===== src/hdl/http_host_header_blocker_unit_assert.svh =====
// Assertion macros for the Host header blocker.
`ifndef HTTP_HOST_HEADER_BLOCKER_UNIT_ASSERT_SVH
`define HTTP_HOST_HEADER_BLOCKER_UNIT_ASSERT_SVH

`ifndef SYNTH
// Same-cycle implication, checked on every rising clock edge outside reset.
`define HHB_ASSERT_NOW(lbl, ant, cons) \
  lbl: assert property (@(posedge clk) disable iff (rst) (ant) |-> (cons)) \
    else $error("hhb assertion failed");
// Next-cycle implication.
`define HHB_ASSERT_NEXT(lbl, ant, cons) \
  lbl: assert property (@(posedge clk) disable iff (rst) (ant) |=> (cons)) \
    else $error("hhb assertion failed");
`else
`define HHB_ASSERT_NOW(lbl, ant, cons)
`define HHB_ASSERT_NEXT(lbl, ant, cons)
`endif

`endif


===== src/hdl/hhb_pkg.sv =====
// Shared constants and helpers for the Host header blocker.
package hhb_pkg;

  // Longest capture that is compared; longer ones saturate as a mismatch.
  localparam logic [5:0] MAX_SITE        = 6'd32;
  // Number of site bytes held in the configuration registers.
  localparam logic [5:0] SITE_BYTES_HELD = 6'd32;

  // Character codes
  localparam logic [7:0] CH_H     = 8'h48;
  localparam logic [7:0] CH_O     = 8'h6F;
  localparam logic [7:0] CH_S     = 8'h73;
  localparam logic [7:0] CH_T     = 8'h74;
  localparam logic [7:0] CH_COLON = 8'h3A;
  localparam logic [7:0] CH_SPACE = 8'h20;
  localparam logic [7:0] CH_CR    = 8'h0D;
  localparam logic [7:0] CH_LF    = 8'h0A;

  // Register indexes (address bits [5:3])
  localparam logic [2:0] REG_SITE_A   = 3'd0;
  localparam logic [2:0] REG_SITE_B   = 3'd1;
  localparam logic [2:0] REG_SITE_C   = 3'd2;
  localparam logic [2:0] REG_SITE_D   = 3'd3;
  localparam logic [2:0] REG_SITE_LEN = 3'd4;

  // Expected keyword character for keyword progress 0..4 ("Host:")
  function automatic logic [7:0] keyword_char(input logic [2:0] pos);
    logic [7:0] c;
    case (pos)
      3'd0: c = CH_H;
      3'd1: c = CH_O;
      3'd2: c = CH_S;
      3'd3: c = CH_T;
      3'd4: c = CH_COLON;
      default: c = 8'h00;
    endcase
    return c;
  endfunction

endpackage


===== src/hdl/http_host_header_blocker_unit.sv =====
// Host header blocker: one payload byte per cycle, verdict on the last byte.
// A verdict is registered in the cycle after its last byte is accepted.
// Throughput: one byte per cycle; bytes stall only while a verdict is held
//   and the verdict side is not ready.
// Reset: rst (synchronous) clears the scan state, the verdict valid and the
//   site registers; the block is ready for bytes as soon as reset is released.
module http_host_header_blocker_unit
  import hhb_pkg::*;
(
  input  logic        clk,
  input  logic        rst,
  // byte stream
  input  logic        byte_valid,
  output logic        byte_ready,
  input  logic [7:0]  payload_byte,
  input  logic        last_byte,
  input  logic [31:0] queue_id,
  // verdicts
  output logic        verdict_valid,
  input  logic        verdict_ready,
  output logic        verdict_drop,
  output logic [31:0] verdict_id,
  // configuration
  input  logic        psel,
  input  logic        penable,
  input  logic        pwrite,
  input  logic [5:0]  paddr,
  input  logic [63:0] pwdata,
  output logic [63:0] prdata,
  output logic        pready
);

  typedef enum logic [2:0] {
    PH_IDLE, PH_H, PH_HO, PH_HOS, PH_HOST, PH_COLON, PH_CAPTURE
  } phase_t;

  // Configuration registers
  logic [63:0] site_bytes_a, site_bytes_b, site_bytes_c, site_bytes_d;
  logic [5:0]  site_length;

  // Scan state
  phase_t     phase, phase_next;
  logic [5:0] capture_count, capture_count_next;
  logic       capture_differs, capture_differs_next;
  logic       leading_space, leading_space_next;
  logic       cr_seen, cr_seen_next;
  logic       match_decided, match_decided_next;
  logic       block_flag, block_flag_next;

  logic        accept;
  logic        cfg_write;
  logic [63:0] site_word;
  logic [7:0]  site_byte;
  logic [7:0]  cap_in;
  logic [5:0]  cap_count;
  logic        cap_differs;
  logic [2:0]  scan_phase;

  // Config port
  assign pready    = 1'b1;
  assign cfg_write = psel & penable & pwrite & pready;

  always_ff @(posedge clk) begin
    if (rst) begin
      site_bytes_a <= '0;
      site_bytes_b <= '0;
      site_bytes_c <= '0;
      site_bytes_d <= '0;
      site_length  <= '0;
    end else if (cfg_write) begin
      case (paddr[5:3])
        REG_SITE_A:   site_bytes_a <= pwdata;
        REG_SITE_B:   site_bytes_b <= pwdata;
        REG_SITE_C:   site_bytes_c <= pwdata;
        REG_SITE_D:   site_bytes_d <= pwdata;
        REG_SITE_LEN: site_length  <= pwdata[5:0];
        default: ;
      endcase
    end
  end

  always_comb begin
    case (paddr[5:3])
      REG_SITE_A:   prdata = site_bytes_a;
      REG_SITE_B:   prdata = site_bytes_b;
      REG_SITE_C:   prdata = site_bytes_c;
      REG_SITE_D:   prdata = site_bytes_d;
      REG_SITE_LEN: prdata = {58'd0, site_length};
      default:      prdata = '0;
    endcase
  end

  // Handshake: a byte is taken unless a verdict is stuck in the output
  assign byte_ready = ~verdict_valid | verdict_ready;
  assign accept     = byte_valid & byte_ready;

  // Site byte at the current capture position
  always_comb begin
    case (capture_count[4:3])
      2'd0:    site_word = site_bytes_a;
      2'd1:    site_word = site_bytes_b;
      2'd2:    site_word = site_bytes_c;
      default: site_word = site_bytes_d;
    endcase
    site_byte = site_word[{capture_count[2:0], 3'b000} +: 8];
  end

  // Capture step; a space followed directly by CR is captured as the value
  always_comb begin
    cap_in = (payload_byte == CH_CR) ? CH_SPACE : payload_byte;
    if (capture_count >= MAX_SITE) begin
      cap_count   = capture_count;
      cap_differs = 1'b1;
    end else begin
      cap_count   = capture_count + 6'd1;
      cap_differs = capture_differs | (capture_count >= SITE_BYTES_HELD) |
                    (capture_count >= site_length) | (site_byte != cap_in);
    end
  end

  // Keyword match step, restart on H
  always_comb begin
    if ((phase < PH_COLON) && (payload_byte == keyword_char(phase)))
      scan_phase = phase + 3'd1;
    else if (payload_byte == CH_H)
      scan_phase = PH_H;
    else
      scan_phase = PH_IDLE;
  end

  // Next scan state for one byte
  always_comb begin
    phase_next           = phase;
    capture_count_next   = capture_count;
    capture_differs_next = capture_differs;
    leading_space_next   = leading_space;
    cr_seen_next         = cr_seen;
    match_decided_next   = match_decided;
    block_flag_next      = block_flag;
    if (!match_decided) begin
      if (phase < PH_COLON) begin
        phase_next = phase_t'(scan_phase);
        if (scan_phase == PH_COLON) begin
          capture_count_next   = '0;
          capture_differs_next = 1'b0;
          leading_space_next   = 1'b0;
          cr_seen_next         = 1'b0;
        end
      end else if (phase == PH_COLON) begin
        if (payload_byte == CH_SPACE) begin
          leading_space_next = 1'b1;
          phase_next         = PH_CAPTURE;
        end else if (payload_byte == CH_CR || payload_byte == CH_LF) begin
          phase_next = PH_IDLE;
        end else begin
          capture_count_next   = cap_count;
          capture_differs_next = cap_differs;
          phase_next           = PH_CAPTURE;
        end
      end else if (cr_seen) begin
        if (payload_byte == CH_LF) begin
          match_decided_next = 1'b1;
          block_flag_next    = ~capture_differs & (capture_count == site_length);
        end else begin
          // failed terminator: rescan from this byte
          cr_seen_next = 1'b0;
          phase_next   = (payload_byte == CH_H) ? PH_H : PH_IDLE;
        end
      end else if (payload_byte == CH_CR) begin
        if (capture_count == 6'd0) begin
          if (leading_space) begin
            capture_count_next   = cap_count;
            capture_differs_next = cap_differs;
            cr_seen_next         = 1'b1;
          end else begin
            phase_next = PH_IDLE;
          end
        end else begin
          cr_seen_next = 1'b1;
        end
      end else if (payload_byte == CH_LF) begin
        phase_next = PH_IDLE;
      end else begin
        capture_count_next   = cap_count;
        capture_differs_next = cap_differs;
      end
    end
  end

  // State and verdict register
  always_ff @(posedge clk) begin
    if (rst) begin
      phase           <= PH_IDLE;
      capture_count   <= '0;
      capture_differs <= 1'b0;
      leading_space   <= 1'b0;
      cr_seen         <= 1'b0;
      match_decided   <= 1'b0;
      block_flag      <= 1'b0;
      verdict_valid   <= 1'b0;
    end else begin
      if (accept && last_byte) begin
        phase           <= PH_IDLE;
        capture_count   <= '0;
        capture_differs <= 1'b0;
        leading_space   <= 1'b0;
        cr_seen         <= 1'b0;
        match_decided   <= 1'b0;
        block_flag      <= 1'b0;
        verdict_valid   <= 1'b1;
        verdict_drop    <= match_decided_next & block_flag_next;
        verdict_id      <= queue_id;
      end else begin
        if (accept) begin
          phase           <= phase_next;
          capture_count   <= capture_count_next;
          capture_differs <= capture_differs_next;
          leading_space   <= leading_space_next;
          cr_seen         <= cr_seen_next;
          match_decided   <= match_decided_next;
          block_flag      <= block_flag_next;
        end
        if (verdict_ready)
          verdict_valid <= 1'b0;
      end
    end
  end

`include "http_host_header_blocker_unit_assert.svh"

  `HHB_ASSERT_NOW(a_count_bound, 1'b1, capture_count <= MAX_SITE)
  `HHB_ASSERT_NOW(a_cr_in_capture, cr_seen, phase == PH_CAPTURE)
  `HHB_ASSERT_NEXT(a_last_clears, accept && last_byte, verdict_valid && !match_decided)
  `HHB_ASSERT_NEXT(a_id_echo, accept && last_byte, verdict_id == $past(queue_id))

endmodule

===== config.mk =====
export PLATFORM = sky130hd
export DESIGN_NAME = http_host_header_blocker_unit
export DESIGN_NICKNAME = d
export VERILOG_FILES = /design/src/hdl/hhb_pkg.sv /design/src/hdl/http_host_header_blocker_unit.sv
export VERILOG_INCLUDE_DIRS = /design/src /design/src/hdl
export SDC_FILE = /design/constraint.sdc
export NUM_CORES = 1
export LEC_CHECK = 0
export ABC_AREA = 1
export BUFFER_PORTS_ARGS = -buffer_cell sky130_fd_sc_hd__buf_4
export CAP_MARGIN = 20
export CORE_ASPECT_RATIO = 1.2
export CORE_UTILIZATION = 28
export DETAILED_ROUTE_END_ITERATION = 8
export PLACE_DENSITY = 0.42
export SYNTH_ARGS = -nofsm -noshare
export SYNTH_HDL_FRONTEND = slang
export SYNTH_SLANG_ARGS = --single-unit

===== constraint.sdc =====
create_clock -name clk -period 6.1 [get_ports clk]
set_clock_uncertainty 0.2 [all_clocks]
set_input_delay 1.22 -clock clk [delete_from_list [all_inputs] [get_ports clk]]
set_output_delay 1.22 -clock clk [all_outputs]
set_load 0.01 [all_outputs]

==> results.toml, run 1 <==
[floorplanning]
start_util_pct = 28.3
chipHeight_microns = 257
dieArea_sq_mm = 0.0551
die_width_microns = 215
fp.coreArea_sq_mm = 0.0536
placementRows = 93
boundaryPins = 218

[layout]
fillCellCount = 5773
mostFrequentLayoutCell = "sky130_fd_sc_hd__nand2_1"
area_growth_from_synthesis_to_final_layout_pct = 21.8
finish.net_count = 2496
antenna_cells = 0
mostFrequentLayoutCells = "sky130_fd_sc_hd__nand2_1, sky130_fd_sc_hd__nor2_1, sky130_fd_sc_hd__o21ai_0, sky130_fd_sc_hd__dfxtp_1, sky130_fd_sc_hd__buf_4"
post_route_cells_drive_above_1_share_pct = 13.3
post-route-util_pct = 34.5

[detailed_routing]
number_of_nets_with_antenna_violations_after_detailed_routing = 0
drtPass1Iterations = 8
remaining_drc_errors = 0
drt_wl_total_mm = 65.2
route.detailed.vias_per_inst = 5.13
drt_first_iter_violations = 1395
post_dr_wirelength_cell_microns = 21.0
route.vias.total = 15900

[power]
ir_worst_vdd_mv = 0.148
power_density_mw_per_mm2 = 247
static-leakage-power_nw = 7.73

[global_route]
global_route.usage.total_pct = 23.1
grt_overflow = 0
vias_in_the_first_global_route = 14900
grt_max_degree = 113
grt_first_pass_wirelength_mm = 97.3
antenna_found_initial = 0

[status]
status = "finished, final reports clean"

[synth]
portion_of_the_post_synthesis_area_used_by_sequential_elements_pct = 43.1
syn-instance-count = 2236
mappedNetlistArea_sq_mm = 0.0152
synth_fp_nets = 2367
synthesis_stage_register_bit_count = 310
synth_enable_flop_cells = 33
synth_flop_cell = "sky130_fd_sc_hd__dfxtp_1"
synthArstFlopShare_pct = 0
yosys_warnings = 0
synth_area_per_cell_sq_um = 6.79
netlist-cell-type-count = 38

[critical_path]
slowest_stage = "sky130_fd_sc_hd__clkinv_2"
worstPathCellList = "buf_4 -> inv_1 -> nor3_2 -> clkinv_2 -> buf_4 -> o2111ai_1 -> buf_4"
reg2reg_depth = 15
endpoint_kind = "primary output"
setup.worst_path.start_class = "input port"
type_of_the_worst_setup_path = "in -> out"
worst_ep_required_time_ns = 4.68
critPathMostFrequentCell = "sky130_fd_sc_hd__buf_4"
crit_path_max_fanout = 23
regToRegStartpoint = "capture_count[3]"
critical_path_arrival_ns = 3.20
worstReg2RegEnd = "capture_differs"
r2r_setup_slack_ns = 2.27
crit_path_max_incr_delay_ns = 0.50

[worst_hold_path]
hold_path_startpoint = "leading_space"
worst_hold_path.num_cells = 2
worst_hold_path.endpoint = "leading_space"
holdCritPathClass = "reg -> reg"

[timing]
worst-slew-pin-transition_ns = 1.09
slew-limit-headroom_pct = 27.2
final_critical_path_setup_slack_ns = 1.48
post-route-min-period_ns = 4.62
rsz0062_at_grt = "false"
final_hold_violations = 0
setup_total_negative_slack_ns = 0
max_freq_mhz = 216
setup_viol_count_final = 0
post-route-period-util_pct = 75.8
fin_max_slew_vios = 0

[clocking]
numCtsBuffers = 38
max-clock-path-buffers = 3
clk_pin_slew_ns = 0.06
tritoncts = "done"
ctsResizeCount = 0
master_cell_of_the_clock_root_buffer = "sky130_fd_sc_hd__clkbuf_16"
ctsHtreeMaxLevel = 2
clock_insertion_delay_at_the_later_pin_of_the_skew_report_ns = 0.57
clkSinkCount = 310
cts_setup_buffers = 0
cts_hold_buf = 0

[place]
finalWeightedCongestion = 0.830
dp_hpwl_mm = 37.2
post-place-ws_ns = 1.50
portBuffers = 213

[run]
drv_cap = 0
## power by group
part           internal (mW)  total, mW  switching (mW)
Clock                   1.22       2.14           0.924
Sequential              2.09       2.11          0.0187
Combinational          0.109      0.309           0.199
## cell usage after synthesis (all sizes together), types with 2 or more instances
library cell  count  area [sq um]
nor2            453          1720
nand2           452          1700
o21ai           330          1650
dfxtp           277          5550
nand3           163           821
a21oi           133           666
inv             128           480
clkbuf          109           409
o2111ai          55           482
buf              43           215
edfxtp           33           991
ha               13           163
nor3              9          55.1
nand4             8          50.1
o211ai            8          60.1
xor2              4          35.0
a221o             3          30.0
a221oi            2          17.5
a31oi             2          12.5
and3              2          12.5
## area by class of cell
cell class | count | area [sq um] | share of cell area, %
clock buffers | 58 | 1090 | 5.87
well taps | 712 | 891 | 4.82
inverters | 129 | 504 | 2.73
multi-input cells | 1645 | 7580 | 41.0
repair buffers | 241 | 1850 | 10.0
flip-flops and latches | 310 | 6540 | 35.4
clock inverters | 5 | 38.8 | 0.210
## stage by stage
step / area, sq um / hold WS, ns / power [mW] / std cells
global route: 18500 / 0.305 / 4.72 / 3100
floorplan: 15200 / 0.244 / 2.29 / 2236
global placement: 17300 / 0.257 / 2.46 / 3036
finish: 18500 / 0.268 / 4.56 / 3100
detailed placement: 17400 / 0.265 / 2.46 / 3037
CTS: 18500 / 0.273 / 4.63 / 3100
## layer usage
metal | share of wire [%] | track usage (%) | up-vias
met2 | 47 | 38.7 | 559
met4 | 2.2 | 6.51 | 0
met5 | 0 | 0 | -
met3 | 5.8 | 3.12 | 80
met1 | 45 | 31.0 | 7582
li1 | - | - | 7669
## worst max-delay path, delay by kind of cell
kind,cells,cell delay [ns]
compound gates,1,0.42
buf+inv,5,1.30
simple gates,1,0.24
## how the worst max path moves through the flow
stage                        start         end  slack (ns)  cells after the start
final                     paddr[4]  prdata[55]        1.48                      7
after global routing      paddr[4]  prdata[55]        1.37                      7
after CTS                 paddr[4]  prdata[57]        1.49                      7
after detailed placement  paddr[4]  prdata[55]        1.50                      7
after global placement    paddr[5]  prdata[16]        1.50                      6
after floorplan           paddr[4]  prdata[11]        2.24                      6
## cell families (layout without fill, tap and decap cells)
logic type | count (synthesis) | count (layout) | share of synthesized area, %
simple gates | 1088 | 1088 | 28.7
compound gates | 538 | 538 | 19.5
flops | 310 | 310 | 43.1
buf+inv | 281 | 433 | 7.30
fa+ha+maj | 13 | 13 | 1.07
xor+xnor | 5 | 5 | 0.289
other cells | 1 | 1 | 0.0247
## state kept, by name (all words and copies together), names as in the netlist, 3 cells and up
register,count
capture_count,6
site_bytes_a,64
site_bytes_d,64
site_length,6
verdict_id,32
phase,3
site_bytes_b,64
site_bytes_c,64
Power figures use the tool's default switching activity.
==> inputs of run 2 (changes only) <==
--- a/config.mk
+++ b/config.mk
@@ -12,7 +12,7 @@
 export CORE_ASPECT_RATIO = 1.2
 export CORE_UTILIZATION = 28
 export DETAILED_ROUTE_END_ITERATION = 8
-export PLACE_DENSITY = 0.42
+export PLACE_DENSITY = 0.43
 export SYNTH_ARGS = -nofsm -noshare
 export SYNTH_HDL_FRONTEND = slang
 export SYNTH_SLANG_ARGS = --single-unit
==> constraint.sdc (replaced) <==
create_clock -name clk -period 3.8 [get_ports clk]
set_clock_uncertainty 0.2 [all_clocks]
set_input_delay 0.76 -clock clk [delete_from_list [all_inputs] [get_ports clk]]
set_output_delay 0.76 -clock clk [all_outputs]
set_load 0.01 [all_outputs]
==> results.toml, run 2 (synthesis results as in run 1) <==
[power]
static-leakage-power_nw = 7.83
ir_worst_vdd_mv = 0.231
power_density_mw_per_mm2 = 388

[detailed_routing]
number_of_nets_with_antenna_violations_after_detailed_routing = 0
drt_first_iter_violations = 1249
post_dr_wirelength_cell_microns = 20.4
met3_length_mm = 3.92
drtPass1Iterations = 7
routed.top_layer = "met4"
drt_wl_total_mm = 63.7
wirelength_met1_mm = 29.0
route.vias.total = 16000
met2_length_mm = 29.5
route.detailed.vias_per_inst = 5.13
remaining_drc_errors = 0

[timing]
setup_viol_count_final = 0
rsz0062_at_grt = "false"
post-route-min-period_ns = 3.28
final_hold_violations = 0
worst-slew-pin-transition_ns = 1.05
slew-limit-headroom_pct = 29.7
setup_total_negative_slack_ns = 0
fin_max_slew_vios = 0
max_freq_mhz = 304
post-route-period-util_pct = 86.4

[worst_hold_path]
holdCritPathClass = "in -> reg"

[floorplanning]
fp.coreArea_sq_mm = 0.0536
chipHeight_microns = 257
dieArea_sq_mm = 0.0551
start_util_pct = 28.3
placementRows = 93
die_width_microns = 215
boundaryPins = 218

[clocking]
clock_insertion_delay_at_the_later_pin_of_the_skew_report_ns = 0.56
ctsHtreeMaxLevel = 2
ctsResizeCount = 0
tritoncts = "done"
clk_pin_slew_ns = 0.06
cts_setup_buffers = 0
numCtsBuffers = 37
max-clock-path-buffers = 3
cts_hold_buf = 0
clkSinkCount = 310
master_cell_of_the_clock_root_buffer = "sky130_fd_sc_hd__clkbuf_16"

[global_route]
grt_overflow = 0
vias_in_the_first_global_route = 15000
antenna_found_initial = 1
grt_first_pass_wirelength_mm = 96.6
grt_max_degree = 176
global_route.usage.total_pct = 22.8

[place]
finalWeightedCongestion = 0.868
detailed_place.area_sq_mm = 0.0176
dpl.cell_count = 3051
dp_hpwl_mm = 37.4
portBuffers = 213

[layout]
design_area_sq_mm = 0.0187
post_route_cells_drive_above_1_share_pct = 13.9
finish.net_count = 2509
mostFrequentLayoutCell = "sky130_fd_sc_hd__nand2_1"
mostFrequentLayoutCells = "sky130_fd_sc_hd__nand2_1, sky130_fd_sc_hd__nor2_1, sky130_fd_sc_hd__o21ai_0, sky130_fd_sc_hd__dfxtp_1, sky130_fd_sc_hd__buf_4"
area_growth_from_synthesis_to_final_layout_pct = 23.0
fin_cells = 3115

[critical_path]
critical_path_arrival_ns = 2.32
endpoint_kind = "primary output"
crit_path_max_fanout = 19
type_of_the_worst_setup_path = "in -> out"
setup.worst_path.start_class = "input port"
worst_ep_required_time_ns = 2.84

[status]
status = "finished, final reports clean"

[run]
drv_cap = 0
[run 2: path summary, 6_finish.rpt]
| path | startpoint | end | slack, ns | cells past startpoint |
|---|---|---|---|---|
| min reg2reg | leading_space | leading_space | 0.27 | 2 |
| max reg2reg | capture_count[4] | capture_differs | 0.86 | 12 |
| min | queue_id[24] | verdict_id[24] | 0.18 | 1 |
| max | paddr[4] | prdata[60] | 0.52 | 7 |
[run 2: final cells by class]
type                            count  area (sq um)
Fill cell                        5695         35000
Inverter                          129           495
Clock inverter                     11          71.3
Multi-Input combinational cell   1645          7570
Sequential cell                   310          6540
Tap cell                          712           891
Clock buffer                       52          1030
Antenna cell                        1          2.50
Timing Repair Buffer              255          2060
[run 2: worst max-delay path, cell delays in order]
cell,delay [ns]
sky130_fd_sc_hd__buf_4,0.11
sky130_fd_sc_hd__inv_1,0.12
sky130_fd_sc_hd__nor3_2,0.08
sky130_fd_sc_hd__inv_2,0.49
sky130_fd_sc_hd__buf_4,0.34
sky130_fd_sc_hd__o2111ai_1,0.19
sky130_fd_sc_hd__buf_4,0.19
[run 2: metrics by stage]
stage	util [%]	total power, mW	hold slack, ns	setup WS (ns)
6_report	34.8	7.25	0.180	0.516
5_1_grt	34.8	7.53	0.149	0.462
4_1_cts	34.8	7.36	0.146	0.506
3_5_place_dp	32.7	3.96	0.264	0.510
3_3_place_gp	32.7	3.95	0.259	0.512
2_1_floorplan	-	3.67	0.244	0.601
[run 2: power by group]
part / total, mW / switching (mW) / internal, mW
Combinational: 0.503 / 0.322 / 0.181
Clock: 3.36 / 1.46 / 1.90
Sequential: 3.39 / 0.0287 / 3.36
Total: 7.25 / 1.81 / 5.44
[run 2: layer usage]
layer | vias to the layer above | track usage [%]
li1 | 7701 | -
met3 | 75 | 3.20
met1 | 7598 | 31.6
met4 | 0 | 6.03
met2 | 598 | 36.9
met5 | - | 0
==> inputs of run 3 (changes only) <==
--- a/config.mk
+++ b/config.mk
@@ -12,7 +12,7 @@
 export CORE_ASPECT_RATIO = 1.2
 export CORE_UTILIZATION = 28
 export DETAILED_ROUTE_END_ITERATION = 8
-export PLACE_DENSITY = 0.43
+export PLACE_DENSITY = 0.42
 export SYNTH_ARGS = -nofsm -noshare
 export SYNTH_HDL_FRONTEND = slang
 export SYNTH_SLANG_ARGS = --single-unit
==> constraint.sdc (replaced) <==
create_clock -name clk -period 3.5 [get_ports clk]
set_clock_uncertainty 0.2 [all_clocks]
set_input_delay 0.7 -clock clk [delete_from_list [all_inputs] [get_ports clk]]
set_output_delay 0.7 -clock clk [all_outputs]
set_load 0.01 [all_outputs]
==> results.toml, run 3 (synthesis results as in run 1) <==
[status]
status = "finished, final reports clean"

[clocking]
clock_insertion_delay_at_the_later_pin_of_the_skew_report_ns = 0.57
ctsHtreeMaxLevel = 2
max-clock-path-buffers = 3
numCtsBuffers = 38
cts_setup_buffers = 0
clk_pin_slew_ns = 0.06
tritoncts = "done"
cts_hold_buf = 0
ctsResizeCount = 0
clkSinkCount = 310
master_cell_of_the_clock_root_buffer = "sky130_fd_sc_hd__clkbuf_16"

[detailed_routing]
number_of_nets_with_antenna_violations_after_detailed_routing = 0
drtPass1Iterations = 5
post_dr_wirelength_cell_microns = 20.6
route.vias.total = 16000
drt_first_iter_violations = 1496
route.detailed.vias_per_inst = 5.10
remaining_drc_errors = 0
drt_wl_total_mm = 64.4

[global_route]
groute.layer.met3.usage_pct = 3.10
grt_overflow = 0
grt_max_degree = 141
grt-busiest-layer = "met2"
grt_first_pass_wirelength_mm = 97.6
globalRouteMet2Util_pct = 38.3
vias_in_the_first_global_route = 15300
antenna_found_initial = 0
global_route.usage.total_pct = 23.1
grtUsageMet1_pct = 30.9

[critical_path]
reg2reg_depth = 15
critical_path_arrival_ns = 2.13
worstReg2RegEnd = "capture_count[3]"
type_of_the_worst_setup_path = "in -> out"
regToRegStartpoint = "phase[0]"
r2r_setup_slack_ns = 0.71
endpoint_kind = "primary output"
worst_ep_required_time_ns = 2.60
crit_path_max_fanout = 18
setup.worst_path.start_class = "input port"

[timing]
worst-slew-pin-transition_ns = 0.946
setup_viol_count_final = 0
final_hold_violations = 0
setup_total_negative_slack_ns = 0
post-route-period-util_pct = 86.6
fin_max_slew_vios = 0
final.hold.worst_slack_ns = 0.113
rsz0062_at_grt = "false"
post-route-min-period_ns = 3.03
max_freq_mhz = 330
slew-limit-headroom_pct = 36.9

[layout]
final-seq-area_sq_mm = 0.00654
multi_input_area_sq_mm = 0.00757
area_growth_from_synthesis_to_final_layout_pct = 24.8
finish.net_count = 2522
mostFrequentLayoutCells = "sky130_fd_sc_hd__nand2_1, sky130_fd_sc_hd__nor2_1, sky130_fd_sc_hd__o21ai_0, sky130_fd_sc_hd__dfxtp_1, sky130_fd_sc_hd__buf_4"
fillCellCount = 5773
antenna_cells = 0
post_route_cells_drive_above_1_share_pct = 14.6
mostFrequentLayoutCell = "sky130_fd_sc_hd__nand2_1"

[floorplanning]
dieArea_sq_mm = 0.0551
chipHeight_microns = 257
die_width_microns = 215
fp.coreArea_sq_mm = 0.0536
placementRows = 93
boundaryPins = 218
start_util_pct = 28.3

[worst_hold_path]
hold_path_startpoint = "queue_id[4]"
worst_hold_path.endpoint = "verdict_id[4]"
holdCritPathClass = "in -> reg"
worst_hold_path.num_cells = 1

[place]
dp_hpwl_mm = 39.6
portBuffers = 213
finalWeightedCongestion = 0.800

[power]
power_density_mw_per_mm2 = 436
static-leakage-power_nw = 7.98
ir_worst_vdd_mv = 0.257

[run]
drv_cap = 0
run 3: layout make-up:
type / count / area share (%)
Clock buffer: 55 / 5.83
Clock inverter: 13 / 0.806
Inverter: 129 / 2.59
Multi-Input combinational cell: 1645 / 40.0
Sequential cell: 310 / 34.5
Tap cell: 712 / 4.70
Timing Repair Buffer: 267 / 11.6
run 3: stage by stage:
| stage | power [mW] | instance area, sq um | worst slack (ns) | cells | utilization, % |
|---|---|---|---|---|---|
| 2_1_floorplan | 3.99 | 15200 | 0.361 | 2236 | - |
| 3_3_place_gp | 4.30 | 17700 | 0.505 | 3063 | 33.0 |
| 3_5_place_dp | 4.30 | 17700 | 0.505 | 3063 | 33.0 |
| 4_1_cts | 8.39 | 18900 | 0.507 | 3131 | 35.3 |
| 5_1_grt | 8.59 | 18900 | 0.420 | 3131 | 35.3 |
| 6_report | 8.27 | 18900 | 0.470 | 3131 | 35.3 |
run 3: routing by layer:
layer	vias to the layer above	routed length, microns
li1	7721	-
met3	93	3680
met1	7604	29000
met5	-	0
met4	0	1730
met2	541	30000
run 3: worst max path at each step:
stage,startpoint,slack [ns],to
CTS,paddr[5],0.51,prdata[2]
global placement,paddr[5],0.50,prdata[55]
floorplan,verdict_ready,0.36,verdict_drop
finish,paddr[5],0.47,prdata[2]
detailed placement,paddr[5],0.51,prdata[2]
global route,paddr[5],0.42,prdata[55]
run 3: where the power goes:
| part | internal, mW | total (mW) | switching (mW) |
|---|---|---|---|
| clock | 2.41 | 4.04 | 1.63 |
| sequential | 3.65 | 3.68 | 0.0314 |
| combinational | 0.199 | 0.547 | 0.348 |
| total | 6.26 | 8.27 | 2.01 |
run 3: critical path, stage by stage:
cell and delay [ns]:
sky130_fd_sc_hd__buf_4 0.13, sky130_fd_sc_hd__nor3_4 0.39, sky130_fd_sc_hd__buf_4 0.38, sky130_fd_sc_hd__a221oi_1 0.13, sky130_fd_sc_hd__o211ai_1 0.19, sky130_fd_sc_hd__buf_4 0.20
